===== src/design/mrsp_pkg.sv =====
package mrsp_pkg;

   localparam int unsigned BYTE_W = 8;
   localparam int unsigned CHAN_W = 4;
   localparam int unsigned KIND_W = 3;
   localparam int unsigned DATA_W = 7;

   // Message kind; a channel status high nibble minus 8 maps straight onto it,
   // and a system status (0xF) lands on KIND_IDLE.
   typedef enum logic [KIND_W-1:0] {
      KIND_NOTE_OFF   = 3'd0,
      KIND_NOTE_ON    = 3'd1,
      KIND_AFTERTOUCH = 3'd2,
      KIND_CONTROL    = 3'd3,
      KIND_PROGRAM    = 3'd4,
      KIND_PRESSURE   = 3'd5,
      KIND_PITCH_BEND = 3'd6,
      KIND_IDLE       = 3'd7
   } msg_kind_type;

   typedef struct packed {
      logic [CHAN_W-1:0] channel;
      logic [KIND_W-1:0] kind;
      logic [DATA_W-1:0] first_data;
      logic [DATA_W-1:0] second_data;
   } event_type;

endpackage


===== src/design/mrsp_decode.sv =====
module mrsp_decode (
   input  logic                          clock,
   input  logic                          reset,
   input  logic                          byte_fire,
   input  logic [mrsp_pkg::BYTE_W-1:0]   byte_data,
   output logic                          evt_valid,
   output mrsp_pkg::event_type           evt
);
   import mrsp_pkg::*;

   logic [CHAN_W-1:0] running_channel_ff, running_channel_in;
   msg_kind_type      running_type_ff, running_type_in;
   logic              have_first_ff, have_first_in;
   logic [DATA_W-1:0] held_first_ff, held_first_in;

   always_ff @(posedge clock) begin
      if (reset) begin
         running_channel_ff <= '0;
         running_type_ff    <= KIND_IDLE;
         have_first_ff      <= 1'b0;
      end else begin
         running_channel_ff <= running_channel_in;
         running_type_ff    <= running_type_in;
         have_first_ff      <= have_first_in;
      end
      held_first_ff <= held_first_in;
   end

   always_comb begin
      running_channel_in = running_channel_ff;
      running_type_in    = running_type_ff;
      have_first_in      = have_first_ff;
      held_first_in      = held_first_ff;
      evt_valid          = 1'b0;
      evt.channel        = running_channel_ff;
      evt.kind           = running_type_ff;
      evt.first_data     = byte_data[DATA_W-1:0];
      evt.second_data    = '0;

      if (byte_fire) begin
         if (byte_data[BYTE_W-1]) begin
            // any status restarts collection; 0xFx goes idle
            running_channel_in = byte_data[CHAN_W-1:0];
            running_type_in    = msg_kind_type'(byte_data[BYTE_W-2:CHAN_W]);
            have_first_in      = 1'b0;
         end else if (running_type_ff != KIND_IDLE) begin
            if (running_type_ff inside {KIND_PROGRAM, KIND_PRESSURE}) begin
               evt_valid = 1'b1;
            end else if (!have_first_ff) begin
               held_first_in = byte_data[DATA_W-1:0];
               have_first_in = 1'b1;
            end else begin
               evt_valid       = 1'b1;
               evt.first_data  = held_first_ff;
               evt.second_data = byte_data[DATA_W-1:0];
               have_first_in   = 1'b0;
            end
         end
      end
   end

endmodule


===== src/design/mrsp_out_reg.sv =====
module mrsp_out_reg (
   input  logic                 clock,
   input  logic                 reset,
   input  logic                 load_valid,
   input  mrsp_pkg::event_type  load_evt,
   output logic                 out_free,
   output logic                 out_valid,
   input  logic                 out_ready,
   output mrsp_pkg::event_type  out_evt
);
   import mrsp_pkg::*;

   logic      valid_ff, valid_in;
   event_type evt_ff, evt_in;

   // register frees in the same cycle its beat is taken
   assign out_free = !valid_ff || out_ready;

   always_comb begin
      valid_in = valid_ff && !out_ready;
      evt_in   = evt_ff;
      if (out_free && load_valid) begin
         valid_in = 1'b1;
         evt_in   = load_evt;
      end
   end

   always_ff @(posedge clock) begin
      if (reset) begin
         valid_ff <= 1'b0;
      end else begin
         valid_ff <= valid_in;
      end
      evt_ff <= evt_in;
   end

   assign out_valid = valid_ff;
   assign out_evt   = evt_ff;

endmodule


===== src/design/midi_running_status_parser_core.sv =====
// MIDI channel-message parser with running status.
// Input channel (req_*): one received MIDI byte per beat. Status bytes set the
// running channel and message kind; data bytes are collected under it.
// Result channel (rsp_*): one beat per completed message with channel, kind
// (0 note off .. 6 pitch bend), first data byte and second data byte (0 for
// program change and channel pressure). Status bytes, first bytes of two-byte
// messages and data bytes while idle give no beat.
// Path: input register, combinational decode, then the result register.
// Throughput: one byte per cycle while rsp_ready is high; the input register
// and the result register each hold one beat and the only loop is the
// running-status update. When the receiver stalls, the result register holds its
// beat; the input register then fills and req_ready drops until rsp_ready returns.
// Reset: running kind goes idle (data bytes dropped until a channel status),
// channel 0, no pending first byte, both registers empty.
module midi_running_status_parser_core (
   input  logic                               clock,
   input  logic                               reset,
   input  logic                               req_valid,
   output logic                               req_ready,
   input  logic [mrsp_pkg::BYTE_W-1:0]        req_midi_byte,
   output logic                               rsp_valid,
   input  logic                               rsp_ready,
   output logic [mrsp_pkg::CHAN_W-1:0]        rsp_event_channel,
   output logic [mrsp_pkg::KIND_W-1:0]        rsp_event_type,
   output logic [mrsp_pkg::DATA_W-1:0]        rsp_first_data,
   output logic [mrsp_pkg::DATA_W-1:0]        rsp_second_data
);
   import mrsp_pkg::*;

   logic              in_valid_ff, in_valid_in;
   logic [BYTE_W-1:0] in_byte_ff, in_byte_in;
   logic              out_free;
   logic              advance;
   logic              evt_valid;
   event_type         evt;
   event_type         out_evt;

   assign advance   = in_valid_ff && out_free;
   assign req_ready = !in_valid_ff || out_free;

   always_comb begin
      in_valid_in = in_valid_ff && !advance;
      in_byte_in  = in_byte_ff;
      if (req_valid && req_ready) begin
         in_valid_in = 1'b1;
         in_byte_in  = req_midi_byte;
      end
   end

   always_ff @(posedge clock) begin
      if (reset) begin
         in_valid_ff <= 1'b0;
      end else begin
         in_valid_ff <= in_valid_in;
      end
      in_byte_ff <= in_byte_in;
   end

   mrsp_decode u_decode (
      .clock     (clock),
      .reset     (reset),
      .byte_fire (advance),
      .byte_data (in_byte_ff),
      .evt_valid (evt_valid),
      .evt       (evt)
   );

   mrsp_out_reg u_out_reg (
      .clock      (clock),
      .reset      (reset),
      .load_valid (advance && evt_valid),
      .load_evt   (evt),
      .out_free   (out_free),
      .out_valid  (rsp_valid),
      .out_ready  (rsp_ready),
      .out_evt    (out_evt)
   );

   assign rsp_event_channel = out_evt.channel;
   assign rsp_event_type    = out_evt.kind;
   assign rsp_first_data    = out_evt.first_data;
   assign rsp_second_data   = out_evt.second_data;

endmodule

===== config.mk =====
export PLATFORM = sky130hd
export DESIGN_NAME = midi_running_status_parser_core
export DESIGN_NICKNAME = d
export VERILOG_FILES = /design/src/design/mrsp_pkg.sv /design/src/design/mrsp_decode.sv /design/src/design/mrsp_out_reg.sv /design/src/design/midi_running_status_parser_core.sv
export SDC_FILE = /design/constraint.sdc
export NUM_CORES = 1
export LEC_CHECK = 0
export BUFFER_PORTS_ARGS = -buffer_cell sky130_fd_sc_hd__buf_2
export CAP_MARGIN = 20
export CORE_MARGIN = 2
export CORE_UTILIZATION = 48
export DETAILED_ROUTE_END_ITERATION = 16
export PLACE_DENSITY_LB_ADDON = 0.05
export SETUP_SLACK_MARGIN = 0.02
export SLEW_MARGIN = 20
export SYNTH_ARGS = -nofsm -noshare
export SYNTH_HDL_FRONTEND = slang
export SYNTH_SLANG_ARGS = --single-unit

===== constraint.sdc =====
create_clock -name clock -period 2.1 [get_ports clock]
set_input_delay 0.21 -clock clock [delete_from_list [all_inputs] [get_ports clock]]
set_output_delay 0.21 -clock clock [all_outputs]
set_load 0.01 [all_outputs]

# == Yosys cells after proc, flatten, opt, wreduce, memory -nomap -nowiden ==
# Index checks and enable logic that the tools add are counted.
# W data, S select, Z words.
# totals
ff_bits,46
elab_cells,54
inputBits,12
# op_classes
mux,16
reduce_logical,18
eq_ne,4
bitwise_logic,5
# ops
operator,count
$mux W14,5
$mux W1,11
$eq A3 B3 Y1 const B,2
$logic_and A1 B1 Y1,6
$not A1 Y1,5
$reduce_and A5 Y1,1
$reduce_or A5 Y1,1
$logic_not A1 Y1,4
$reduce_bool A2 Y1,2
$ne A3 B3 Y1 const B,1
$reduce_and A3 Y1,1
$logic_or A1 B1 Y1,2
$ne A2 B2 Y1 const B,1
$reduce_and A2 Y1,1

# == Longest topological paths before layout ==
# Gate-level depths: netlist (run 1).
# logic_depth
word_depth,9
mapped_depth,4

# == Cells and area by module ==
# Synthesis (run 1) repeated with hierarchy kept, for this count alone.
# hier_totals
cells_unflattened,106
area_unflattened_um2,1744.2
# modules_own_cells
mod,seq_area_each_um2,cells_per_inst,area_each_um2,n_inst
mrsp_decode,370.4,65,748.2,1
mrsp_out_reg,650.6,26,685.7,1
midi_running_status_parser_core,260.2,15,310.3,1

# == Worst setup path after synthesis (run 1) ==
# OpenSTA, ideal clock, no wires.
# synth_timing
path_type,flip-flop to flip-flop
startpoint,register u_out_reg.valid_ff (netlist: u_out_reg.out_valid)
endpoint,"register u_out_reg.evt_ff, in the netlist u_out_reg.out_evt[0], enable pin"
n_path_buf,1
setup_time_ps,399
stages_incl_launch_ff,5
t_required_ps,1701
arrival_time_ps,1724
slack_ps,-23
cell_sequence,dfxtp_1 nand2b_1 clkbuf_1 nand4b_1 nor2_1
# synth_via
elab_chain_len,6
# synth_rtl
element,line_no,rtl
from (decl),mrsp_out_reg.sv:13,"logic valid_ff, valid_in;"
from (signal assigned),mrsp_out_reg.sv:32,valid_ff <= valid_in;
$logic_not A1 Y1 *,mrsp_out_reg.sv:17,assign out_free = !valid_ff || out_ready;
$logic_or A1 B1 Y1 *,mrsp_out_reg.sv:17,
$logic_and A1 B1 Y1,midi_running_status_parser_core.sv:38,assign advance = in_valid_ff && out_free;
$mux W1,mrsp_decode.sv:40,if (byte_fire) begin
$logic_and A1 B1 Y1,midi_running_status_parser_core.sv:71,".load_valid (advance && evt_valid),"
$logic_and A1 B1 Y1 *,mrsp_out_reg.sv:22,if (out_free && load_valid) begin
to (signal assigned),mrsp_out_reg.sv:34,evt_ff <= evt_in;
to (decl),mrsp_out_reg.sv:14,"event_type evt_ff, evt_in;"
# Every way passes the cells marked *; elsewhere a longest branch is shown, timed or not.
# A chain may end at the register's enable or synchronous reset.

# == Final worst setup path (run 1) ==
# layout_timing
startpoint,register u_out_reg.valid_ff (netlist: u_out_reg.out_valid)
endpoint,output port req_ready
# layout_via
elab_chain_len,3
# layout_rtl
element,line_no,rtl
$logic_not A1 Y1,mrsp_out_reg.sv:17,
$logic_or A1 B1 Y1,mrsp_out_reg.sv:17,
$logic_or A1 B1 Y1,midi_running_status_parser_core.sv:39,assign req_ready = !in_valid_ff || out_free;
to (decl),midi_running_status_parser_core.sv:19,"output logic req_ready,"
# Every way passes these cells.

==> run_results.csv, run 1 <==
group,metric,value,unit
hold_path,hold_path_depth,1,
timing,skew,0.00839,ns
detailed_routing,wirelength,2720,um
timing,worst_pin_slew,0.617,ns
critical_path,worst_ep_required_time,1.89,ns
synth,ys_warn_count,0,
synth,synth_fa_ha_area_frac,0,
cells_and_area,diodes,0,
die,fp-row-count,21,
detailed_routing,drc_errors,0,
clock_tree,htreeDepth,2,
critical_path,crit_type,"flip-flop to output pin",
synth,synth_cells,110,
synth,syn-num-nets,122,
cells_and_area,area_growth_syn_to_layout,17.9,%
clock_tree,clock-root-buffer,"clkbuf_4",
synth,synth.top_cell.area_share,0.625,
place,hpwl,1930,um
place,dp.cells,189,
critical_path,worstPathArrival,1.68,ns
cells_and_area,num-fill-cells,282,
detailed_routing,firstDrtPassIters,4,
critical_path,reg2regPathDepth,4,
synth,synthSimpleGateAreaFrac,0.0962,
synth,synthXorXnorAreaFrac,0,
synth,synth_mux_area_frac,0.0578,
timing,fmax,530,MHz
die,die_y,64.0,um
cells_and_area,multiInputGateArea,422,sq um
run_status,outcome,"finished clean",
place,buffer_ports.inserted,34,
timing,tns,0,ns
critical_path,end_kind,"output pin",
synth,synth_area_leaders,"edfxtp_1 62%, dfxtp_1 12%, and2_1 3.3%",
die,fp.coreArea,3390,sq um
detailed_routing,antenna_left,0,
timing,setup_viol,0,
power_and_ir_drop,power.leakage,0.718,nW
synth,synth_top_area_cell,"edfxtp_1",
cells_and_area,stdcell_count,197,
clock_tree,cts_setup_buffers,0,
clock_tree,ctsHoldBuffers,0,
detailed_routing,drtIter0Drc,21,
cells_and_area,nets,162,
die,die_x,64.0,um
cells_and_area,drive_above_1_share,0.358,
clock_tree,cts.sinks,46,
place,gp_congestion,0.801,
power_and_ir_drop,power.density,780,nW/um^2
global_routing,grt_first_pass_wirelength,4530,um
critical_path,worstPathMaxFanout,7,
hold_path,hold_class,"input port to flip-flop",
global_routing,grt_usage,0.148,
global_routing,antenna_found_initial,0,
timing,finalHoldViolCount,0,
timing,maxSlewViolCount,0,
timing,fin_crit_sh,0.899,
flow_run,maxCapViolations,0,
global_routing,overflow,0,
synth,synth_cell_type_count,25,
clock_tree,ctsResizeCount,0,
critical_path,setup.worst_path.start_class,"flip-flop",
detailed_routing,wire_per_inst,13.8,um
timing,fin_crit,1.89,ns
die,ios,35,
global_routing,grt_max_degree,22,
die,die_area,4100,sq um
cells_and_area,seqCellArea,1280,sq um
detailed_routing,via_count,1000,
synth,synth.avg_cell_area,15.7,sq um
synth,ys_ff_latch,46,
synth,seq_area_frac_synth,0.740,
die,start_util,0.511,
global_routing,first_global_vias,1034,
detailed_routing,vias_per_cell,5.08,
clock_tree,cts_buffers,5,
synth,synth_compound_area_frac,0.0882,
synth,synth_area,1730,sq um
critical_path,ff2ff_setup_slack,0.30,ns
clock_tree,clockBufferDepth,2,
clock_tree,worst_setup_hold_path_clk_slew,0.12,ns
power_and_ir_drop,ir_drop,0.000383,V
clock_tree,tritoncts,"yes",
synth,synth_top_family_by_area,"simple AND/OR/NAND/NOR gates",
timing,rsz0062_at_grt,"false",
clock_tree,clk_latency,0.35,ns
timing,slew_headroom,0.588,
## cell usage in the layout (no fill, tap or decap), drive strengths merged
cell type / Yosys / routed
o22ai: 1 / 1
nand2: 2 / 2
a211o: 3 / 3
nand4b: 1 / 1
nor3: 1 / 1
bufinv: 0 / 1
nand2b: 3 / 3
a2111oi: 1 / 1
o21ai: 6 / 6
edfxtp: 36 / 36
and2: 9 / 9
dfxtp: 10 / 10
a21oi: 5 / 5
a21boi: 3 / 3
inv: 1 / 1
nand3: 5 / 5
clkbuf: 4 / 7
a211oi: 1 / 1
mux2: 7 / 7
o21bai: 1 / 1
nor2: 5 / 5
buf: 1 / 38
nor2b: 3 / 3
mux2i: 1 / 1
## worst max-delay path, cell delays in order, from the launching register on
cell and delay, ns:
dfxtp_1 0.36, nor2b_1 0.52, buf_4 0.24, nand2_1 0.06, buf_2 0.14
## metrics by stage
stage	utilization	worst slack, ns	hold slack (ns)	cell area (sq um)	total power [mW]
floorplan	-	0.303	0.309	1730	1.07
finish	0.602	0.213	0.0317	2040	1.59
detailed placement	0.580	0.316	0.389	1960	1.10
global placement	0.580	0.362	0.388	1960	1.09
CTS	0.602	0.210	0.0204	2040	1.60
global route	0.602	0.0797	0.00630	2040	1.65
## final cells by class
| type | instances | area share |
|---|---|---|
| clock buffers | 7 | 0.0221 |
| clock inverters | 1 | 0.0147 |
| inverters | 1 | 0.00184 |
| multi-input cells | 58 | 0.207 |
| flip-flops and latches | 46 | 0.628 |
| well taps | 46 | 0.0282 |
| repair buffers | 38 | 0.0982 |
## power breakdown
| group | switching, mW | internal, mW | total (mW) |
|---|---|---|---|
| clock | 0.262 | 0.253 | 0.514 |
| sequential | 0.0169 | 0.999 | 1.02 |
| combinational | 0.0293 | 0.0299 | 0.0593 |
| total | 0.308 | 1.28 | 1.59 |
## final timing paths
path / end / start
setup reg to reg: u_out_reg.out_evt[13]$_DFFE_PP_ / in_byte_ff[7]$_DFFE_PP_
setup / recovery: req_ready / u_out_reg.out_valid$_SDFF_PP0_
hold / removal: in_byte_ff[7]$_DFFE_PP_ / req_midi_byte[7]
hold reg to reg: u_out_reg.out_evt[20]$_DFFE_PP_ / u_decode.running_channel_ff[3]$_SDFFE_PP0P_
## synthesized netlist by cell type
library cell / instances
edfxtp_1: 36
dfxtp_1: 10
and2_1: 9
o21ai_0: 6
a21oi_1: 5
nand3_1: 5
nor2_1: 5
clkbuf_1: 4
mux2_2: 4
a211o_1: 3
a21boi_0: 3
mux2_4: 3
nor2b_1: 3
nand2_1: 2
nand2b_1: 2
a2111oi_4: 1
a211oi_1: 1
buf_6: 1
inv_1: 1
mux2i_1: 1
nand2b_4: 1
nand4b_1: 1
nor3_1: 1
o21bai_1: 1
o22ai_1: 1
## per-layer routing
metal / wire [um] / track usage / vias up
met3: 137 / 0.0475 / 6
met4: 33 / 0.0408 / 0
li1: - / - / 491
met5: 0 / 0 / -
met1: 1070 / 0.157 / 476
met2: 1480 / 0.277 / 27
## registers in the layout, indices dropped and copies added (netlist names)
register and cells:
u_decode.held_first_ff 7, u_decode.running_type_ff 3, u_out_reg.out_evt 21, u_decode.running_channel_ff 4, u_decode.have_first_ff 1, in_byte_ff 8
in_valid_ff 1, u_out_reg.out_valid 1
## cells by family (layout without fill, tap and decap cells)
kind of cell	Yosys count	after routing
flip-flops	46	46
AND/OR/NAND/NOR	29	29
AO/OA/AOI/OAI	21	21
multiplexers	8	8
buffers and inverters	6	47
No activity file was read; power rests on OpenSTA's default activity.
==> run 2: changes to the inputs <==
MAX_ROUTING_LAYER = met4   (was not set)
RECOVER_POWER = 100   (was not set)
==> run 2 against run 1 <==
Compared with the run above:
- non-clock buffer count is the same
- clock skew shrank 0.0026 ns
- combinational power shrank 5.4%
- count of clock-buffer cells in the layout is the same
- critical endpoint is now u_out_reg.out_evt[9]$_DFFE_PP_
==> run_results.csv, run 2 (synthesized netlist as in run 1, its figures left out) <==
group,metric,value,unit
run_status,outcome,"finished clean",
die,start_util,0.511,
clock_tree,cts_setup_buffers,0,
clock_tree,clockBufferDepth,2,
timing,fin_crit,1.89,ns
timing,hold_slack,0.0327,ns
cells_and_area,multiInputGateArea,410,sq um
cells_and_area,final_cell_mix,"36 x edfxtp_1, 26 x clkbuf_1, 11 x buf_2",
power_and_ir_drop,clockPowerShare,0.323,
clock_tree,tritoncts,"yes",
power_and_ir_drop,swShare,0.192,
critical_path,setup.worst_path.start_class,"flip-flop",
global_routing,grt_first_pass_wirelength,4530,um
power_and_ir_drop,pwr-share-seq,0.642,
timing,fin_crit_sh,0.900,
global_routing,grt_max_degree,22,
power_and_ir_drop,comb_power_share,0.035,
critical_path,crit_path_top_delay_cell,"edfxtp_1",
global_routing,antenna_found_initial,0,
detailed_routing,via_count,1000,
flow_run,maxCapViolations,0,
hold_path,hold_class,"input port to flip-flop",
power_and_ir_drop,p_sw,0.304,mW
timing,slew_headroom,0.601,
detailed_routing,drc_errors,0,
power_and_ir_drop,intPower,1.28,mW
clock_tree,clk_latency,0.34,ns
detailed_routing,firstDrtPassIters,4,
global_routing,grt_usage,0.152,
die,die_y,64.0,um
timing,worst_pin_slew,0.597,ns
place,hpwl,1930,um
timing,setup_viol,0,
die,ios,35,
power_and_ir_drop,ir_drop,0.000382,V
clock_tree,htreeDepth,2,
clock_tree,ctsHoldBuffers,0,
timing,fmax,529,MHz
cells_and_area,largest_register_ffs,21,
place,buffer_ports.inserted,34,
detailed_routing,wire_per_inst,14.0,um
clock_tree,cts_buffers,5,
cells_and_area,nets,162,
clock_tree,worst_setup_hold_path_clk_slew,0.12,ns
die,die_area,4100,sq um
cells_and_area,area_growth_syn_to_layout,15.0,%
detailed_routing,vias_per_cell,5.08,
critical_path,worstPathArrival,2.00,ns
power_and_ir_drop,power.density,795,nW/um^2
clock_tree,cts.sinks,46,
critical_path,worst_ep_required_time,2.21,ns
clock_tree,clock-root-buffer,"clkbuf_4",
global_routing,first_global_vias,1029,
detailed_routing,drtIter0Drc,30,
detailed_routing,antenna_left,0,
clock_tree,ctsResizeCount,0,
critical_path,path_cells,"nand2b_1 -> a2111oi_4 -> clkbuf_2 -> mux2_2",
timing,tns,0,ns
timing,skew,0.00580,ns
die,fp.coreArea,3390,sq um
detailed_routing,wirelength,2760,um
critical_path,end_kind,"flip-flop",
cells_and_area,final_common_cell,"edfxtp_1",
timing,maxSlewViolCount,0,
power_and_ir_drop,power.leakage,0.652,nW
global_routing,overflow,0,
cells_and_area,seqCellArea,1280,sq um
die,fp-row-count,21,
critical_path,cpPeakStageDelay,0.44,ns
cells_and_area,drive_above_1_share,0.179,
timing,finalHoldViolCount,0,
cells_and_area,diodes,0,
critical_path,worstPathMaxFanout,14,
timing,rsz0062_at_grt,"false",
cells_and_area,num-fill-cells,298,
critical_path,crit_type,"flip-flop to flip-flop",
place,gp_congestion,0.812,
die,die_x,64.0,um
-- run 2: changes by cell type in the layout (fill, tap and decap cells not counted), sizes merged --
cell    delta
clkbuf    +26
buf       -26
-- run 2: cell type report --
class,count,area share
clock buffer,7,0.0226
clock inverter,1,0.0151
inverter,1,0.00189
multi-input combinational,58,0.206
sequential,46,0.644
tap,46,0.0289
timing repair buffer,38,0.0817
-- run 2: path summary, 6_finish.rpt --
| check | slack, ns | depth (start not counted) | to | start |
|---|---|---|---|---|
| worst min register to register | 0.44 | 0 | u_out_reg.out_evt[20]$_DFFE_PP_ | u_decode.running_channel_ff[3]$_SDFFE_PP0P_ |
| worst max register to register | 0.21 | 4 | u_out_reg.out_evt[9]$_DFFE_PP_ | in_byte_ff[7]$_DFFE_PP_ |
| worst min-delay path | 0.03 | 1 | in_byte_ff[7]$_DFFE_PP_ | req_midi_byte[7] |
| worst max-delay path | 0.21 | 4 | u_out_reg.out_evt[9]$_DFFE_PP_ | in_byte_ff[7]$_DFFE_PP_ |
-- run 2: power groups by stage --
stage | logic (mW) | registers, mW | clock network [mW]
global placement | 0.0580 | 1.04 | 0
finish | 0.0561 | 1.02 | 0.511
floorplan | 0.0385 | 1.03 | 0
detailed placement | 0.0596 | 1.04 | 0
global route | 0.0633 | 1.02 | 0.562
CTS | 0.0599 | 1.02 | 0.526
-- run 2: worst max-delay path, delay by kind of cell, from the launching register on --
kind | cells | cell delay (ns)
multiplexers | 1 | 0.37
AND/OR/NAND/NOR | 1 | 0.20
flip-flops | 1 | 0.44
buffers and inverters | 1 | 0.33
AO/OA/AOI/OAI | 1 | 0.31
-- run 2: through the flow --
stage | cells | setup slack, ns | instance area [sq um] | total power [mW] | utilization
final | 197 | 0.210 | 1990 | 1.58 | 0.587
after global routing | 197 | 0.0639 | 1990 | 1.65 | 0.587
after global placement | 189 | 0.362 | 1960 | 1.09 | 0.580
after detailed placement | 189 | 0.316 | 1960 | 1.10 | 0.580
after floorplan | 110 | 0.303 | 1730 | 1.07 | -
after CTS | 197 | 0.210 | 2040 | 1.60 | 0.602
-- run 2: per-layer routing --
metal,wire (um),share of wire,up-vias,global-route usage
met2,1500,0.54,27,0.277
met4,31,0.011,0,0.0408
met3,143,0.052,6,0.0475
met5,0,0,-,-
met1,1080,0.39,478,0.157
li1,-,-,489,-
